$ cat src/rtl/qgemm_pkg.sv
package qgemm_pkg;

    // Default tile height; the top level hands it down as TILE_ROWS.
    localparam int DEF_TILE_ROWS = 4;
    // Output rows are numbered in two bits, so at most four rows are emitted.
    localparam int MAX_EMIT_ROWS = 4;
    localparam int N_COLS        = 4;

    // Input command codes (s_axis_tuser).
    typedef enum logic [1:0] {
        CMD_BIAS   = 2'd0,
        CMD_ACC    = 2'd1,
        CMD_FINISH = 2'd2
    } t_cmd;

    // Configuration register indexes.
    localparam logic [2:0] REG_ACT_OFF   = 3'd0;
    localparam logic [2:0] REG_WGT_OFF   = 3'd1;
    localparam logic [2:0] REG_SCALE_01  = 3'd2;
    localparam logic [2:0] REG_SCALE_23  = 3'd3;
    localparam logic [2:0] REG_SHIFT     = 3'd4;
    localparam logic [2:0] REG_OUT_OFF   = 3'd5;
    localparam logic [2:0] REG_CLAMP_LO  = 3'd6;
    localparam logic [2:0] REG_CLAMP_HI  = 3'd7;

    // Input tdata layout, lowest bit first.
    localparam int IN_TDATA_W = 104;
    localparam int POS_COL    = 0;
    localparam int POS_BIAS   = 2;
    localparam int POS_ACTS   = 34;
    localparam int POS_WGTS   = 66;
    localparam int POS_ROWS   = 98;
    localparam int POS_COLS   = 101;

    // Controller to datapath commands.
    typedef struct packed {
        logic       load_bias;
        logic       accumulate;
        logic       start;
        logic       mul;
        logic       rnd;
        logic       pack;
        logic       emit;
        logic [1:0] row;
        logic [1:0] col;
        logic       last;
    } t_dp_cmd;

    // Datapath to controller status.
    typedef struct packed {
        logic out_free;
    } t_dp_sts;

endpackage

$ cat src/rtl/qgemm_ctrl.sv
module qgemm_ctrl
    import qgemm_pkg::*;
#(
    parameter int TILE_ROWS = DEF_TILE_ROWS
) (
    input  logic       i_clk,
    input  logic       i_rst_n,
    input  logic       i_valid,
    output logic       o_ready,
    input  logic [1:0] i_command,
    input  logic [2:0] i_rows_used,
    input  logic [2:0] i_cols_used,
    input  t_dp_sts    i_sts,
    output t_dp_cmd    o_cmd
);

    localparam int MAX_ROWS = (TILE_ROWS < MAX_EMIT_ROWS) ? TILE_ROWS : MAX_EMIT_ROWS;

    typedef enum logic [2:0] {
        S_IDLE,
        S_MUL,
        S_RND,
        S_PACK,
        S_EMIT
    } t_state;

    t_state     r_state;
    logic [1:0] r_row;
    logic [1:0] r_col;
    logic [2:0] r_rows;
    logic [2:0] r_cols;
    logic       w_accept;
    t_cmd       w_cmd;
    logic       w_last_col;
    logic       w_last_row;

    function automatic logic [2:0] clamp_count(input logic [2:0] v, input logic [2:0] hi);
        logic [2:0] res;
        res = v;
        if (v == 3'd0) begin
            res = 3'd1;
        end else if (v > hi) begin
            res = hi;
        end
        return res;
    endfunction

    assign w_cmd      = t_cmd'(i_command);
    assign w_accept   = i_valid && (r_state == S_IDLE);
    assign w_last_col = (({1'b0, r_col} + 3'd1) == r_cols);
    assign w_last_row = (({1'b0, r_row} + 3'd1) == r_rows);

    always_ff @(posedge i_clk) begin
        if (!i_rst_n) begin
            r_state <= S_IDLE;
            r_row   <= 2'd0;
            r_col   <= 2'd0;
            r_rows  <= 3'd1;
            r_cols  <= 3'd1;
        end else begin
            case (r_state)
                S_IDLE: begin
                    if (w_accept && (w_cmd == CMD_FINISH)) begin
                        r_rows  <= clamp_count(i_rows_used, 3'(MAX_ROWS));
                        r_cols  <= clamp_count(i_cols_used, 3'(N_COLS));
                        r_row   <= 2'd0;
                        r_col   <= 2'd0;
                        r_state <= S_MUL;
                    end
                end
                S_MUL: begin
                    r_state <= S_RND;
                end
                S_RND: begin
                    r_state <= S_PACK;
                end
                S_PACK: begin
                    if (w_last_col) begin
                        r_state <= S_EMIT;
                    end else begin
                        r_col   <= r_col + 2'd1;
                        r_state <= S_MUL;
                    end
                end
                S_EMIT: begin
                    if (i_sts.out_free) begin
                        r_col <= 2'd0;
                        if (w_last_row) begin
                            r_state <= S_IDLE;
                        end else begin
                            r_row   <= r_row + 2'd1;
                            r_state <= S_MUL;
                        end
                    end
                end
                default: begin
                    r_state <= S_IDLE;
                end
            endcase
        end
    end

    assign o_ready = (r_state == S_IDLE);

    always_comb begin
        o_cmd            = '0;
        o_cmd.load_bias  = w_accept && (w_cmd == CMD_BIAS);
        o_cmd.accumulate = w_accept && (w_cmd == CMD_ACC);
        o_cmd.start      = w_accept && (w_cmd == CMD_FINISH);
        o_cmd.mul        = (r_state == S_MUL);
        o_cmd.rnd        = (r_state == S_RND);
        o_cmd.pack       = (r_state == S_PACK);
        o_cmd.emit       = (r_state == S_EMIT) && i_sts.out_free;
        o_cmd.row        = r_row;
        o_cmd.col        = r_col;
        o_cmd.last       = w_last_row;
    end

endmodule

$ cat config.mk
export PLATFORM = sky130hd
export DESIGN_NAME = qgemm_ctrl
export DESIGN_NICKNAME = d
export VERILOG_FILES = /design/src/rtl/qgemm_pkg.sv /design/src/rtl/qgemm_ctrl.sv
export SDC_FILE = /design/constraint.sdc
export NUM_CORES = 1
export LEC_CHECK = 0
export BUFFER_PORTS_ARGS = -buffer_cell sky130_fd_sc_hd__buf_4
export CAP_MARGIN = 20
export CORE_MARGIN = 2
export CORE_UTILIZATION = 31
export DETAILED_ROUTE_END_ITERATION = 12
export PLACE_DENSITY = 0.65
export SLEW_MARGIN = 5
export SYNTH_ARGS = -nofsm -noshare
export SYNTH_HDL_FRONTEND = slang
export SYNTH_SLANG_ARGS = --single-unit
$ cat constraint.sdc
create_clock -name i_clk -period 3.9 [get_ports i_clk]
set_input_delay 0.39 -clock i_clk [delete_from_list [all_inputs] [get_ports i_clk]]
set_output_delay 0.39 -clock i_clk [all_outputs]
set_load 0.02 [all_outputs]
---- Yosys cells after proc, flatten, opt, wreduce, memory -nomap -nowiden ----
Index checks and enable logic that the tools add are counted.
storage, ports and cells
  flip-flop bits (word level) ............. 13
  latch bits .............................. 0
  memory bits (writable) .................. 0
  memory bits (read-only) ................. 0
  input bits .............................. 12
  output and inout port bits .............. 13
  memories kept ........................... 0
operators by class
  add/subtract/negate cells ............... 4
  multipliers ............................. 0
  div/mod/pow operators ................... 0
  magnitude comparators ................... 2
  equal/unequal tests ..................... 12
  shift operators ......................... 0
  multiplexer cells ....................... 16
  bitwise logic cells ..................... 0
  reductions and logical operators ........ 15
operator list
  kind                 count
  $mux 3               7
  $pmux 3 s5           1
  $mux 2               5
  $logic_not 3->1      3
  $reduce_and 4->1     2
  $add 2x1->3 const B  2
  $eq 3x2->1 const B   2
  $eq 3x3->1           2
  $gt 3x3->1 const B   2
  $ne 2x2->1 const B   3
  $pmux 2 s3           1
  $logic_and 1x1->1    5
  $add 2x1->2 const B  2
  $pmux 2 s2           1
  $reduce_and 2->1     2
  $eq 3x1->1 const B   1
  $eq 3x3->1 const B   1
  $reduce_bool 3->1    1
  $eq 2x1->1 const B   1
  $eq 2x2->1 const B   1
  $logic_not 2->1      1
  $ne 2x1->1 const B   1
  $reduce_bool 2->1    1
  $mux 1               1

---- Depth between registers and ports, before layout ----
Gate-level depths: netlist of run 1.
  depth in word-level cells ............... 5
  gate-level depth with buffers ........... 6
  depth with buffers taken out ............ 6

---- Least setup slack after synthesis of run 1 ----
No wires, ideal clock.
  path type ............................... reg-to-output
  from .................................... reg r_state[2]
  to ...................................... out o_cmd[11] (netlist name)
  arrival time ............................ 1.522 ns
  data required time ...................... 3.510 ns
  slack ................................... 1.988 ns
  cell stages (with the launch flop) ...... 4
  cells stage by stage .................... dfxtp_1 buf_6 nor3_4 nor4bb_1
RTL lines
  item                    RTL line          RTL
  from (decl)             qgemm_ctrl.sv:27  t_state r_state;
  from (signal assigned)  qgemm_ctrl.sv:55  r_state <= S_IDLE;
  from (signal assigned)  qgemm_ctrl.sv:68  r_state <= S_MUL;
  from (signal assigned)  qgemm_ctrl.sv:72  r_state <= S_RND;
  to (decl)               qgemm_ctrl.sv:14  output t_dp_cmd o_cmd

==> metrics.md, run 1 <==
| Metric | Value |
|---|---|
| Cell leakage power | ~0.00045 µW |
| Height of the die | approximately 53 µm |
| Slew Limit Fails | 0 |
| Area share of the largest cell type after synthesis | 34.27% |
| Minimum period implied by the final worst setup slack | 2.034 ns |
| Net switching power | 120.5 µW |
| I/O pin cnt | 25 |
| Ordered cell list for the critical path | ha_1, xor2_1, nor3_1, buf_4 |
| Number of stages on the worst setup path | 4 |
| Total power per unit cell area | 369.9 nW/µm² |
| Routed Wire Length | 1588 µm |
| Class of the worst hold path | in -> reg |
| CP max FO | 5 |
| Detailed placer's ending HPWL | 1237 µm |
| Buf+Inv Stages, Crit Path | 1 |
| Final routed DRC violation total | 0 |
| Residual overflow from global routing | 0 |
| First-pass DRT Iterations | 3 |
| Largest cells by area after synthesis | sky130_fd_sc_hd__dfxtp_1 (34%), sky130_fd_sc_hd__nand2_1 (4.9%), sky130_fd_sc_hd__xor2_1 (4.6%) |
| Area of the mapped netlist | about 760 µm² |
| Worst Setup Start Kind | flip-flop |
| Via count of the first global-routing pass | 614 |
| Final hold viol count | 0 |
| Final std cells w/o fill | 134 |
| Count leader, synth | sky130_fd_sc_hd__dfxtp_1 |
| Peak supply drop | 0.2131 mV |
| Clk Tree Root Cell | sky130_fd_sc_hd__clkbuf_4 |
| Share of flip-flops with an asynchronous set or reset | 0% |
| GPL Wtd Cong | 0.7503 |
| Kind of capture point of the worst setup path | primary output |
| Net Sw Frac | roughly 34% |
| Pin count of the biggest net entering global routing | 17 |
| Number of antenna violations at the first check in global routing | 0 |
| Routed vias | 674 |
| Commonest cells in the synthesized netlist | sky130_fd_sc_hd__dfxtp_1 (13), sky130_fd_sc_hd__nand2_1 (10), sky130_fd_sc_hd__nor3_1 (4), sky130_fd_sc_hd__xor2_1 (4) |
| Placeable core area | 2255 µm² |
| Buffers on Ports | 24 |
| Outcome | finished, final reports clean |
| Number of core rows | 17 |
| Worst path arrival time | 1.64 ns |
| Proportion of power drawn by flip-flops and latches | roughly 44% |
| Worst rel slew slack | 78.12% |
| Antenna diode instance count | 0 |
| Total Die Area | 2862 µm² |
| Max Clock Freq | 0.4917 GHz |
| Placed Cells incl. Taps | 130 |
| Critical path class | reg -> out |
| Gr usage total | 12.67% |
| Clock-pin transition on the worst setup and hold timing paths | 0.08 ns |
| Final setup violation count | 0 |
| CTS sink cnt | 13 |
| Number of flops mapped to enable cells by yosys | 0 |
| Fin Setup TNS | 0 ns |
| Gates resized, CTS repair | 0 |
| Post-synth top flop | sky130_fd_sc_hd__dfxtp_1 |
| Hold-fix buffer count after cts | 0 |
| CTS tree | done |
| Distinct cells, synth | 41 |
| Area growth from synthesis to layout | 27.35% |
| Critical Path Max Stage Delay | roughly 0.42 ns |
| Design area | 967.2 µm² |
| Clock insertion delay at the later pin of the skew report | roughly 0.27 ns |
| Starting DRC count in detailed routing | 7 |
| Final core area utilization | between 40 and 50% |
| Post-route ant nets | 0 |
| Post-CTS setup repair buffer count | 0 |
| Post-placement cell area | 940.9 µm² |
| Maximum Capacitance Violations | 0 |
| Tightest Pin Transition | 0.3262 ns |
| Ratio of final minimum period to clock period | 52.15% |
| Path depth of the worst reg2reg path | 5 |
| Clock Power Share | a little under a quarter |
| Total clock buffers created by CTS | 3 |
| Total number of H-tree levels | 1 |
| Total internal power | 237.3 µW |
| Width of the chip | approximately 53 µm |
| Avg Vias per Cell | 5.030 |
| Worst hold slack | 0.3525 ns |
| Hold Path Cell Cnt | 2 |
| Combinational cell fraction of total power | 32.5% |
| Fraction of layout instances using a drive strength above 1 | between 30% and 40% |
| Number of synthesized register bits | 13 |
| Max Buffers Root-to-Sink | 2 |
| Setup repair after global routing missed its margin | no |
| Net count of the finished layout | 121 |
| Largest delay share family, worst path | flip-flops |
| Critical path's slowest cell | sky130_fd_sc_hd__dfxtp_1 |
| Synthesized net count | 96 |
| Library cell with the largest summed area after synthesis | sky130_fd_sc_hd__dfxtp_1 |
| Per-instance average area after synthesis | 9.262 µm² |
| Gate count after technology mapping | ~80 |
| Final routed wire length divided by cell count | roughly 12 µm |
| Starting utilization of the core area | 33.68% |
| FILL cells | approximately 240 |
| Final setup skew | 0.004361 ns |
| Count of synthesis-stage warnings from yosys | 0 |
| Portion of the post-synthesis area used by sequential elements | roughly a third |
| Required @ worst endpoint | around 3.5 ns |
| Global-route wire length before repair | 2580 µm |
## cell type report
| type | count | area, µm² | area share, % |
|---|---|---|---|
| flip-flops and latches | 13 | 260.3 | 26.91 |
| inverters | 2 | 7.507 | 0.7762 |
| well taps | 28 | 35.03 | 3.622 |
| multi-input cells | 63 | 457.9 | 47.35 |
| repair buffers | 24 | 180.2 | 18.63 |
| clock buffers | 4 | 26.28 | 2.717 |
## state kept, by name (all words and copies together), names as in the netlist
register	flops
r_rows	3
r_state	3
r_cols	3
r_col	2
r_row	2
## routing by layer
metal	vias to the layer above	GRT usage (%)	share of wire, %
li1	345	-	-
met1	306	14.80	45
met2	19	21.40	47
met3	4	1.977	6.2
met4	0	7.692	2.0
met5	-	0	0
## power groups by stage
stage	clock, µW	sequential, µW	combinational [µW]
6_report	83.7	158	116
5_1_grt	94.7	160	127
4_1_cts	87.0	158	118
3_5_place_dp	0	161	118
3_3_place_gp	0	161	117
2_1_floorplan	0	158	81.2
## final timing paths
kind / startpoint / to / slack [ns]
setup / recovery: r_row[0] / o_cmd[0] / 1.87
hold / removal: i_rows_used[2] / r_rows[0] / 0.35
setup reg to reg: r_row[0] / r_state[0] / 2.28
hold reg to reg: r_cols[1] / r_cols[1] / 0.46
## cell families (layout without fill, tap and decap cells)
group | count (synthesis) | in the layout | synth area share (%)
adder cells (fa/ha/maj) | 2 | 2 | 3.294
AO/OA/AOI/OAI | 16 | 16 | 17.30
AND/OR/NAND/NOR | 38 | 38 | 31.47
flip-flops | 13 | 13 | 34.27
multiplexers | 1 | 1 | 1.318
XOR/XNOR | 6 | 6 | 6.919
buffers and inverters | 6 | 30 | 5.435
## per-stage QoR
stage	worst slack (ns)	total power (µW)
floorplan	1.988	238.8
global placement	2.189	277.8
detailed placement	2.145	278.9
CTS	1.837	363.3
global route	1.702	382.4
finish	1.866	357.8
## placed cells by master (no fill, tap or decap), types with 2 or more instances in the layout
cell | synthesis | final
sky130_fd_sc_hd__a21boi_0 | 2 | 2
sky130_fd_sc_hd__a21boi_1 | 2 | 2
sky130_fd_sc_hd__a21oi_1 | 2 | 2
sky130_fd_sc_hd__buf_4 | 1 | 24
sky130_fd_sc_hd__clkbuf_4 | 0 | 3
sky130_fd_sc_hd__dfxtp_1 | 13 | 13
sky130_fd_sc_hd__ha_1 | 2 | 2
sky130_fd_sc_hd__nand2_1 | 10 | 10
sky130_fd_sc_hd__nand3_2 | 2 | 2
sky130_fd_sc_hd__nand3b_1 | 2 | 2
sky130_fd_sc_hd__nand4_1 | 3 | 3
sky130_fd_sc_hd__nor2b_1 | 3 | 3
sky130_fd_sc_hd__nor3_1 | 4 | 4
sky130_fd_sc_hd__nor3b_1 | 2 | 2
sky130_fd_sc_hd__o21a_1 | 2 | 2
sky130_fd_sc_hd__xnor2_1 | 2 | 2
sky130_fd_sc_hd__xor2_1 | 4 | 4
Note: power is estimated with default switching activity, not from simulation.
==> run 2, diff against run 1 <==
--- a/config.mk
+++ b/config.mk
@@ -5,12 +5,13 @@
 export SDC_FILE = /design/constraint.sdc
 export NUM_CORES = 1
 export LEC_CHECK = 0
+export ABC_AREA = 1
 export BUFFER_PORTS_ARGS = -buffer_cell sky130_fd_sc_hd__buf_4
 export CAP_MARGIN = 20
 export CORE_MARGIN = 2
 export CORE_UTILIZATION = 31
 export DETAILED_ROUTE_END_ITERATION = 12
-export PLACE_DENSITY = 0.65
+export PLACE_DENSITY = 0.67
 export SLEW_MARGIN = 5
 export SYNTH_ARGS = -nofsm -noshare
 export SYNTH_HDL_FRONTEND = slang
==> constraint.sdc (replaced) <==
create_clock -name i_clk -period 1.8 [get_ports i_clk]
set_input_delay 0.18 -clock i_clk [delete_from_list [all_inputs] [get_ports i_clk]]
set_output_delay 0.18 -clock i_clk [all_outputs]
set_load 0.02 [all_outputs]
==> run 2 against run 1 <==
Register-to-register slack worse by 1.9 ns. Die area is 7.9% higher. Via count up 21%. Sequential share of layout area decreased by 2.3 points. Non-clock buffer count unchanged. Synthesized cell count increased by 54%. Setup slack lost 1.7 ns. Critical path type unchanged. Hold slack got worse by 0.20 ns. Clock power grew 120%. Synthesized area is 8.6% higher.
==> metrics.md, run 2 <==
| Metric | Value |
|---|---|
| Outcome | finished, final reports clean (unchanged) |
| Max Buffers Root-to-Sink | 2 (unchanged) |
| Mux contribution to synthesized area | 0% (was 1.318%) |
| Residual overflow from global routing | 0 (unchanged) |
| GPL Wtd Cong | 0.7066 (was 0.7503) |
| Fin Setup TNS | 0 ns (unchanged) |
| Pin count of the biggest net entering global routing | 9 (was 17) |
| Routed vias | 813 (was 674) |
| Starting utilization of the core area | 32.98% (was 33.68%) |
| Post-route ant nets | 0 (unchanged) |
| Critical path endpoint | o_cmd[0] (unchanged) |
| Final std cells w/o fill | 182 (was 134) |
| Kind of capture point of the worst setup path | primary output (unchanged) |
| Distinct cells, synth | 23 (was 41) |
| Commonest cells in the synthesized netlist | sky130_fd_sc_hd__nand2_1 (33), sky130_fd_sc_hd__inv_1 (23), sky130_fd_sc_hd__dfxtp_1 (13), sky130_fd_sc_hd__nor2_1 (13), sky130_fd_sc_hd__nand3_1 (6) (was sky130_fd_sc_hd__dfxtp_1 (13), sky130_fd_sc_hd__nand2_1 (10), sky130_fd_sc_hd__nor3_1 (4), sky130_fd_sc_hd__xor2_1 (4)) |
| Area share of the largest cell type after synthesis | 31.56% (was 34.27%) |
| Number of flops mapped to enable cells by yosys | 0 (unchanged) |
| Total Die Area | 3089 µm² (was 2862 µm²) |
| Area growth from synthesis to layout | 28.22% (was 27.35%) |
| Gates resized, CTS repair | 0 (unchanged) |
| Clock-pin transition on the worst setup and hold timing paths | 0.08 ns (about the same) |
| Final routed wire length divided by cell count | 9.560 µm (was 11.85 µm) |
| I/O pin cnt | 25 (unchanged) |
| Total power per unit cell area | 1116 nW/µm² (was 369.9 nW/µm²) |
| Width of the chip | 55.58 µm (was 53.50 µm) |
| Critical Path Max Stage Delay | 0.42 ns (about the same) |
| Final setup skew | 0.0006757 ns (was 0.004361 ns) |
| Ordered cell list for the critical path | ha_1, inv_1, nand2_1, nand2_1, nand3_1, inv_1, buf_4 (was ha_1, xor2_1, nor3_1, buf_4) |
| Worst path arrival time | 1.46 ns (was 1.64 ns) |
| Share of synthesized cell area in and, or, nand and nor gates | 41.88% (was 31.47%) |
| Portion of the post-synthesis area used by sequential elements | 31.56% (was 34.27%) |
| Post-synth top flop | sky130_fd_sc_hd__dfxtp_1 (unchanged) |
| Dominant combinational cell family by area after synthesis | simple AND/OR/NAND/NOR gates (unchanged) |
| Hold Path Cell Cnt | 3 (was 2) |
| Tightest Pin Transition | 0.2302 ns (was 0.3262 ns) |
| Clk Tree Root Cell | sky130_fd_sc_hd__clkbuf_4 (unchanged) |
| Area occupied by registers | 260.3 µm² (unchanged) |
| Critical path's slowest cell | sky130_fd_sc_hd__dfxtp_1 (unchanged) |
| Avg Vias per Cell | 4.467 (was 5.030) |
| Setup slack, reg-to-reg | 0.39 ns (was 2.28 ns) |
| Peak supply drop | 0.5981 mV (was 0.2131 mV) |
| Global-route wire length before repair | 3105 µm (was 2580 µm) |
| Placeable core area | 2500 µm² (was 2255 µm²) |
| Buf+Inv Stages, Crit Path | 3 (was 1) |
| Minimum period implied by the final worst setup slack | 1.644 ns |
| Largest delay share family, worst path | flip-flops (unchanged) |
| Total number of H-tree levels | 1 (unchanged) |
| FF-to-FF End | r_col[0] (was r_state[0]) |
| Antenna diode instance count | 0 (unchanged) |
| Share of flip-flops with an asynchronous set or reset | 0% (unchanged) |
| Buffers on Ports | 24 (unchanged) |
| Leading cell types in the layout, fill and taps excluded | sky130_fd_sc_hd__nand2_1 (33), sky130_fd_sc_hd__buf_4 (24), sky130_fd_sc_hd__inv_1 (23) (was sky130_fd_sc_hd__buf_4 (24), sky130_fd_sc_hd__dfxtp_1 (13), sky130_fd_sc_hd__nand2_1 (10)) |
| Fraction of layout instances using a drive strength above 1 | 27.63% (was 33.96%) |
| Routed Wire Length | 1740 µm (was 1588 µm) |
| Area of the mapped netlist | 824.5 µm² (was 759.5 µm²) |
| Ratio of final minimum period to clock period | 91.34% |
| Clock insertion delay at the later pin of the skew report | 0.27 ns (about the same) |
| Final core area utilization | 42.29% (was 42.90%) |
| Via count of the first global-routing pass | 744 (was 614) |
| CTS sink cnt | 13 (unchanged) |
| Class of the worst hold path | in -> reg (unchanged) |
| Synthesized net count | 140 (was 96) |
| Path depth of the worst reg2reg path | 10 (was 5) |
| Post-CTS setup repair buffer count | 0 (unchanged) |
| Net count of the finished layout | 167 (was 121) |
| Placed Cells incl. Taps | 178 (was 130) |
| Gr usage total | 12.26% (was 12.67%) |
| Detailed placer's ending HPWL | 1432 µm (was 1237 µm) |
| Critical path launch point | r_row[0] (unchanged) |
| Count of synthesis-stage warnings from yosys | 0 (unchanged) |
| Library cell with the largest summed area after synthesis | sky130_fd_sc_hd__dfxtp_1 (unchanged) |
| First-pass DRT Iterations | 4 (was 3) |
| Per-instance average area after synthesis | 6.544 µm² (was 9.262 µm²) |
| Largest cells by area after synthesis | sky130_fd_sc_hd__dfxtp_1 (32%), sky130_fd_sc_hd__nand2_1 (15%), sky130_fd_sc_hd__inv_1 (10%) (was sky130_fd_sc_hd__dfxtp_1 (34%), sky130_fd_sc_hd__nand2_1 (4.9%), sky130_fd_sc_hd__xor2_1 (4.6%)) |
| Multi-input logic area | 454.2 µm² (was 457.9 µm²) |
| Required @ worst endpoint | 1.62 ns (was 3.51 ns) |
| Number of antenna violations at the first check in global routing | 0 (unchanged) |
| Height of the die | 55.58 µm (was 53.50 µm) |
| Critical path class | reg -> out (unchanged) |
| Final hold viol count | 0 (unchanged) |
| Worst Setup Start Kind | flip-flop (unchanged) |
| Worst reg2reg startpoint | r_col[0] (was r_row[0]) |
| Maximum Capacitance Violations | 0 (unchanged) |
| Xor-xnor portion of the synthesized cell area | 2.124% (was 6.919%) |
| Synthesized-area fraction occupied by ao, oa, aoi and oai cells | 8.042% (was 17.30%) |
| CP max FO | 5 (unchanged) |
| Hold-fix buffer count after cts | 0 (unchanged) |
| Final setup violation count | 0 (unchanged) |
| Count leader, synth | sky130_fd_sc_hd__nand2_1 (was sky130_fd_sc_hd__dfxtp_1) |
| Registers with the highest flip-flop counts | r_cols (3), r_rows (3), r_state (3) (unchanged) |
| FILL cells | 266 (was 243) |
| Max Clock Freq | 0.6083 GHz |
| Gate count after technology mapping | 126 (was 82) |
| Adder and majority cell fraction of the synthesized area | 3.035% (was 3.295%) |
| Number of synthesized register bits | 13 (unchanged) |
| Slew Limit Fails | 0 (unchanged) |
| Worst rel slew slack | 84.53% (was 78.12%) |
| Most frequent standard cell in the layout excluding fill and tap cells | sky130_fd_sc_hd__nand2_1 (was sky130_fd_sc_hd__buf_4) |
| Number of stages on the worst setup path | 7 (was 4) |
| Total clock buffers created by CTS | 3 (unchanged) |
| Starting DRC count in detailed routing | 14 (was 7) |
| Final routed DRC violation total | 0 (unchanged) |
| Cell leakage power | 0.0005398 µW (was 0.0004479 µW) |
| CTS tree | done (unchanged) |
| Number of core rows | 18 (was 17) |
| Setup repair after global routing missed its margin | no (unchanged) |
==> run 2: changes by cell type in the layout (fill, tap and decap cells not counted), moves of 3 or more <==
cell | previous run | this run
sky130_fd_sc_hd__xor2_1 | 4 | 0
sky130_fd_sc_hd__inv_1 | 1 | 23
sky130_fd_sc_hd__nand3_1 | 1 | 6
sky130_fd_sc_hd__nor2_4 | 0 | 4
sky130_fd_sc_hd__nor2b_1 | 3 | 0
sky130_fd_sc_hd__nand2_1 | 10 | 33
sky130_fd_sc_hd__nor2_1 | 1 | 13
==> run 2: stage by stage <==
stage / instance area, µm² / hold WS, ns / power [µW] / setup slack [ns]
2_1_floorplan: 824.5 / 0.3225 / 836.1 / 0.3632
6_report: 1057 / 0.1522 / 1180 / 0.1559
4_1_cts: 1057 / 0.1492 / 1195 / 0.1267
3_5_place_dp: 1031 / 0.4383 / 1010 / 0.4059
5_1_grt: 1057 / 0.1645 / 1286 / 0.04060
3_3_place_gp: 1031 / 0.4436 / 998.8 / 0.4595
==> run 2: power breakdown <==
group | switching (µW) | leakage (µW) | internal (µW)
Combinational | 371 | 0.000419 | 245
Sequential | 49.5 | 0.000106 | 332
Clock | 96.9 | 0.0000150 | 85.9
==> run 2: how the worst min path moves through the flow <==
stage	start	to	slack (ns)
final	i_rows_used[0]	r_rows[0]	0.15
after global routing	i_rows_used[1]	r_rows[1]	0.16
after CTS	i_rows_used[0]	r_rows[0]	0.15
after detailed placement	i_rows_used[0]	r_rows[0]	0.44
after global placement	i_rows_used[0]	r_rows[0]	0.44
after floorplan	i_cols_used[1]	r_cols[1]	0.32
==> run 2: kinds of logic (layout without fill, tap and decap cells) <==
logic type	after synthesis	count (layout)
buffers and inverters	28	54
XOR/XNOR	2	2
AO/OA/AOI/OAI	11	11
flip-flops	13	13
adder cells (fa/ha/maj)	2	2
AND/OR/NAND/NOR	70	70
==> run 2: worst reg2reg max path: stages, from the launching register on <==
cell and delay [ns]:
sky130_fd_sc_hd__dfxtp_1 0.43, sky130_fd_sc_hd__ha_1 0.29, sky130_fd_sc_hd__inv_1 0.06, sky130_fd_sc_hd__nand2_1 0.05, sky130_fd_sc_hd__nand2_1 0.07, sky130_fd_sc_hd__nand3_1 0.09, sky130_fd_sc_hd__nand2_1 0.09, sky130_fd_sc_hd__nand2_1 0.07
sky130_fd_sc_hd__nand3_1 0.06, sky130_fd_sc_hd__nand2_1 0.05, sky130_fd_sc_hd__nor2_1 0.08
==> run 2: layer usage <==
layer  wire length [µm]  up-vias  global-route usage (%)
met5                  0        -                       0
met4                 13        0                   5.226
met3                 87        2                   2.326
met2                806       23                   19.90
met1                833      349                   15.81
li1                   -      439                       -
==> run 2: area by class of cell <==
class | count | share of cell area [%]
well taps | 30 | 3.550
repair buffers | 24 | 17.04
multi-input cells | 85 | 42.96
flip-flops and latches | 13 | 24.62
inverters | 26 | 9.349
clock buffers | 4 | 2.485
==> run 3, diff against run 2 <==
--- a/config.mk
+++ b/config.mk
@@ -11,6 +11,7 @@
 export CORE_MARGIN = 2
 export CORE_UTILIZATION = 31
 export DETAILED_ROUTE_END_ITERATION = 12
+export GPL_TIMING_DRIVEN = 0
 export PLACE_DENSITY = 0.67
 export SLEW_MARGIN = 5
 export SYNTH_ARGS = -nofsm -noshare
==> run 3 against run 2 <==
Final area up 2.1%. Fmax decreased by 0.34%. Wire length decreased by 2.1%. Non-clock buffer count up 1. Clock skew up 0.0062 ns. First-iteration DRC count rose to 3.1 times the previous value. Die area is the same.
==> metrics.md, run 3 (synthesis gave the netlist of run 2 again) <==
| Metric | Value |
|---|---|
| Worst rel slew slack | 73.71% (was 84.53%) |
| Placeable core area | 2500 µm² (unchanged) |
| Hold-fix buffer count after cts | 0 (unchanged) |
| Most frequent standard cell in the layout excluding fill and tap cells | sky130_fd_sc_hd__nand2_1 (unchanged) |
| Total Die Area | 3089 µm² (unchanged) |
| Max Buffers Root-to-Sink | 2 (unchanged) |
| Required @ worst endpoint | 1.62 ns (about the same) |
| Fraction of layout instances using a drive strength above 1 | 29.41% (was 27.63%) |
| Gates resized, CTS repair | 0 (unchanged) |
| Maximum Capacitance Violations | 0 (unchanged) |
| First-pass DRT Iterations | 4 (unchanged) |
| Clk Tree Root Cell | sky130_fd_sc_hd__clkbuf_4 (unchanged) |
| Proportion of power drawn by flip-flops and latches | 31.4% (was 32.3%) |
| Leading cell types in the layout, fill and taps excluded | sky130_fd_sc_hd__nand2_1 (33), sky130_fd_sc_hd__buf_4 (24), sky130_fd_sc_hd__inv_1 (23) (unchanged) |
| Final hold viol count | 0 (unchanged) |
| Placed Cells incl. Taps | 179 (was 178) |
| Net switching power | 535.2 µW (was 517.5 µW) |
| Number of core rows | 18 (unchanged) |
| Minimum period implied by the final worst setup slack | 1.650 ns (was 1.644 ns) |
| Post-route worst setup slack | 0.1503 ns (was 0.1559 ns) |
| Ratio of final minimum period to clock period | 91.65% (was 91.34%) |
| Cell leakage power | 0.0005433 µW (was 0.0005398 µW) |
| Pre-CTS setup slack | 0.3523 ns (was 0.4059 ns) |
| Setup repair after global routing missed its margin | no (unchanged) |
| Post-CTS setup repair buffer count | 0 (unchanged) |
| Pin count of the biggest net entering global routing | 9 (unchanged) |
| Area growth from synthesis to layout | 30.96% (was 28.22%) |
| Global-route wire length before repair | 2953 µm (was 3105 µm) |
| Post-route ant nets | 0 (unchanged) |
| Antenna diode instance count | 0 (unchanged) |
| Avg Vias per Cell | 4.410 (was 4.467) |
| Fin Setup TNS | 0 ns (unchanged) |
| Buffers on Ports | 23 (was 24) |
| Outcome | finished, final reports clean (unchanged) |
| Kind of capture point of the worst setup path | primary output (unchanged) |
| Routed Wire Length | 1704 µm (was 1740 µm) |
| Final setup violation count | 0 (unchanged) |
| Final routed wire length divided by cell count | 9.311 µm (was 9.560 µm) |
| Tightest Pin Transition | 0.3944 ns (was 0.2302 ns) |
| GPL Wtd Cong | 0.8098 (was 0.7066) |
| Residual overflow from global routing | 0 (unchanged) |
| Critical path class | reg -> out (unchanged) |
| Class of the worst hold path | in -> reg (unchanged) |
| CP max FO | 3 (was 5) |
| Number of antenna violations at the first check in global routing | 0 (unchanged) |
| Clock Power Share | 15.2% (was 15.5%) |
| Starting DRC count in detailed routing | 43 (was 14) |
| Detailed placer's ending HPWL | 1375 µm (was 1432 µm) |
| FILL cells | 263 (was 266) |
| Starting utilization of the core area | 32.98% (unchanged) |
| Height of the die | 55.58 µm (unchanged) |
| Final std cells w/o fill | 183 (was 182) |
| Net Sw Frac | 43.36% (was 43.84%) |
| Final setup skew | 0.006841 ns (was 0.0006757 ns) |
| Total internal power | 699.1 µW (was 662.9 µW) |
| Combinational cell fraction of total power | 53.4% (was 52.2%) |
| Routed vias | 807 (was 813) |
| Clock insertion delay at the later pin of the skew report | 0.28 ns (was 0.27 ns) |
| Width of the chip | 55.58 µm (unchanged) |
| CTS tree | done (unchanged) |
| CTS sink cnt | 13 (unchanged) |
| Gr usage total | 11.84% (was 12.26%) |
| Max Clock Freq | 0.6062 GHz (was 0.6083 GHz) |
| Worst path arrival time | 1.47 ns (was 1.46 ns) |
| Final routed DRC violation total | 0 (unchanged) |
| Via count of the first global-routing pass | 686 (was 744) |
| Total power per unit cell area | 1143 nW/µm² (was 1116 nW/µm²) |
| I/O pin cnt | 25 (unchanged) |
| Worst Setup Start Kind | flip-flop (unchanged) |
| Total number of H-tree levels | 1 (unchanged) |
| Total clock buffers created by CTS | 3 (unchanged) |
| Registers with the highest flip-flop counts | r_cols (3), r_rows (3), r_state (3) (unchanged) |
| Clock-pin transition on the worst setup and hold timing paths | 0.09 ns (was 0.08 ns) |
| Net count of the finished layout | 168 (was 167) |
| Peak supply drop | 0.5376 mV (was 0.5981 mV) |
| Slew Limit Fails | 0 (unchanged) |
[run 3: changes by cell type in the layout (fill, tap and decap cells not counted), sizes merged]
cell	delta
clkbuf	+1
[run 3: worst max-delay path, stage by stage (launching register included)]
cell	delay [ns]
sky130_fd_sc_hd__dfxtp_1	0.35
sky130_fd_sc_hd__ha_4	0.28
sky130_fd_sc_hd__inv_1	0.04
sky130_fd_sc_hd__nand2_1	0.06
sky130_fd_sc_hd__nand2_1	0.07
sky130_fd_sc_hd__nand3_2	0.09
sky130_fd_sc_hd__inv_1	0.04
sky130_fd_sc_hd__buf_4	0.12
sky130_fd_sc_hd__buf_4	0.14
[run 3: final timing paths]
kind	from	end	slack (ns)	depth (start not counted)
setup reg to reg	r_col[0]	r_col[0]	0.31	10
hold reg to reg	r_rows[1]	r_rows[1]	0.49	2
hold / removal	i_cols_used[0]	r_cols[0]	0.14	3
setup / recovery	r_row[1]	o_cmd[0]	0.15	8
[run 3: cell type report]
| type | count | area (µm²) | area share (%) |
|---|---|---|---|
| plain buffers | 2 | 11.26 | 1.043 |
| multi-input cells | 85 | 471.7 | 43.68 |
| flip-flops and latches | 13 | 261.5 | 24.22 |
| inverters | 26 | 98.84 | 9.154 |
| clock buffers | 4 | 26.28 | 2.433 |
| repair buffers | 23 | 172.7 | 15.99 |
| well taps | 30 | 37.54 | 3.476 |
[run 3: through the flow]
step	util, %	total power (µW)	instance area (µm²)	hold WS (ns)
floorplan	-	836.1	824.5	0.3225
global placement	41.39	1020	1035	0.4413
detailed placement	41.39	1030	1035	0.4434
CTS	42.44	1218	1061	0.1447
global route	43.19	1338	1080	0.1667
finish	43.19	1234	1080	0.1438
[run 3: power groups by stage]
stage          clock network (µW)  logic [µW]  registers [µW]
2_1_floorplan                   0         430             406
5_1_grt                       207         734             397
6_report                      188         659             387
3_3_place_gp                    0         635             385
3_5_place_dp                    0         644             386
4_1_cts                       192         647             379
[run 3: routing by layer]
layer	global-route usage [%]	part of all wire, %	vias up	wire [µm]
met2	18.03	46	21	776
met4	6.272	1.6	0	27
met5	0	0	-	0
met1	16.02	47	343	803
li1	-	-	439	-
met3	1.860	5.7	4	97
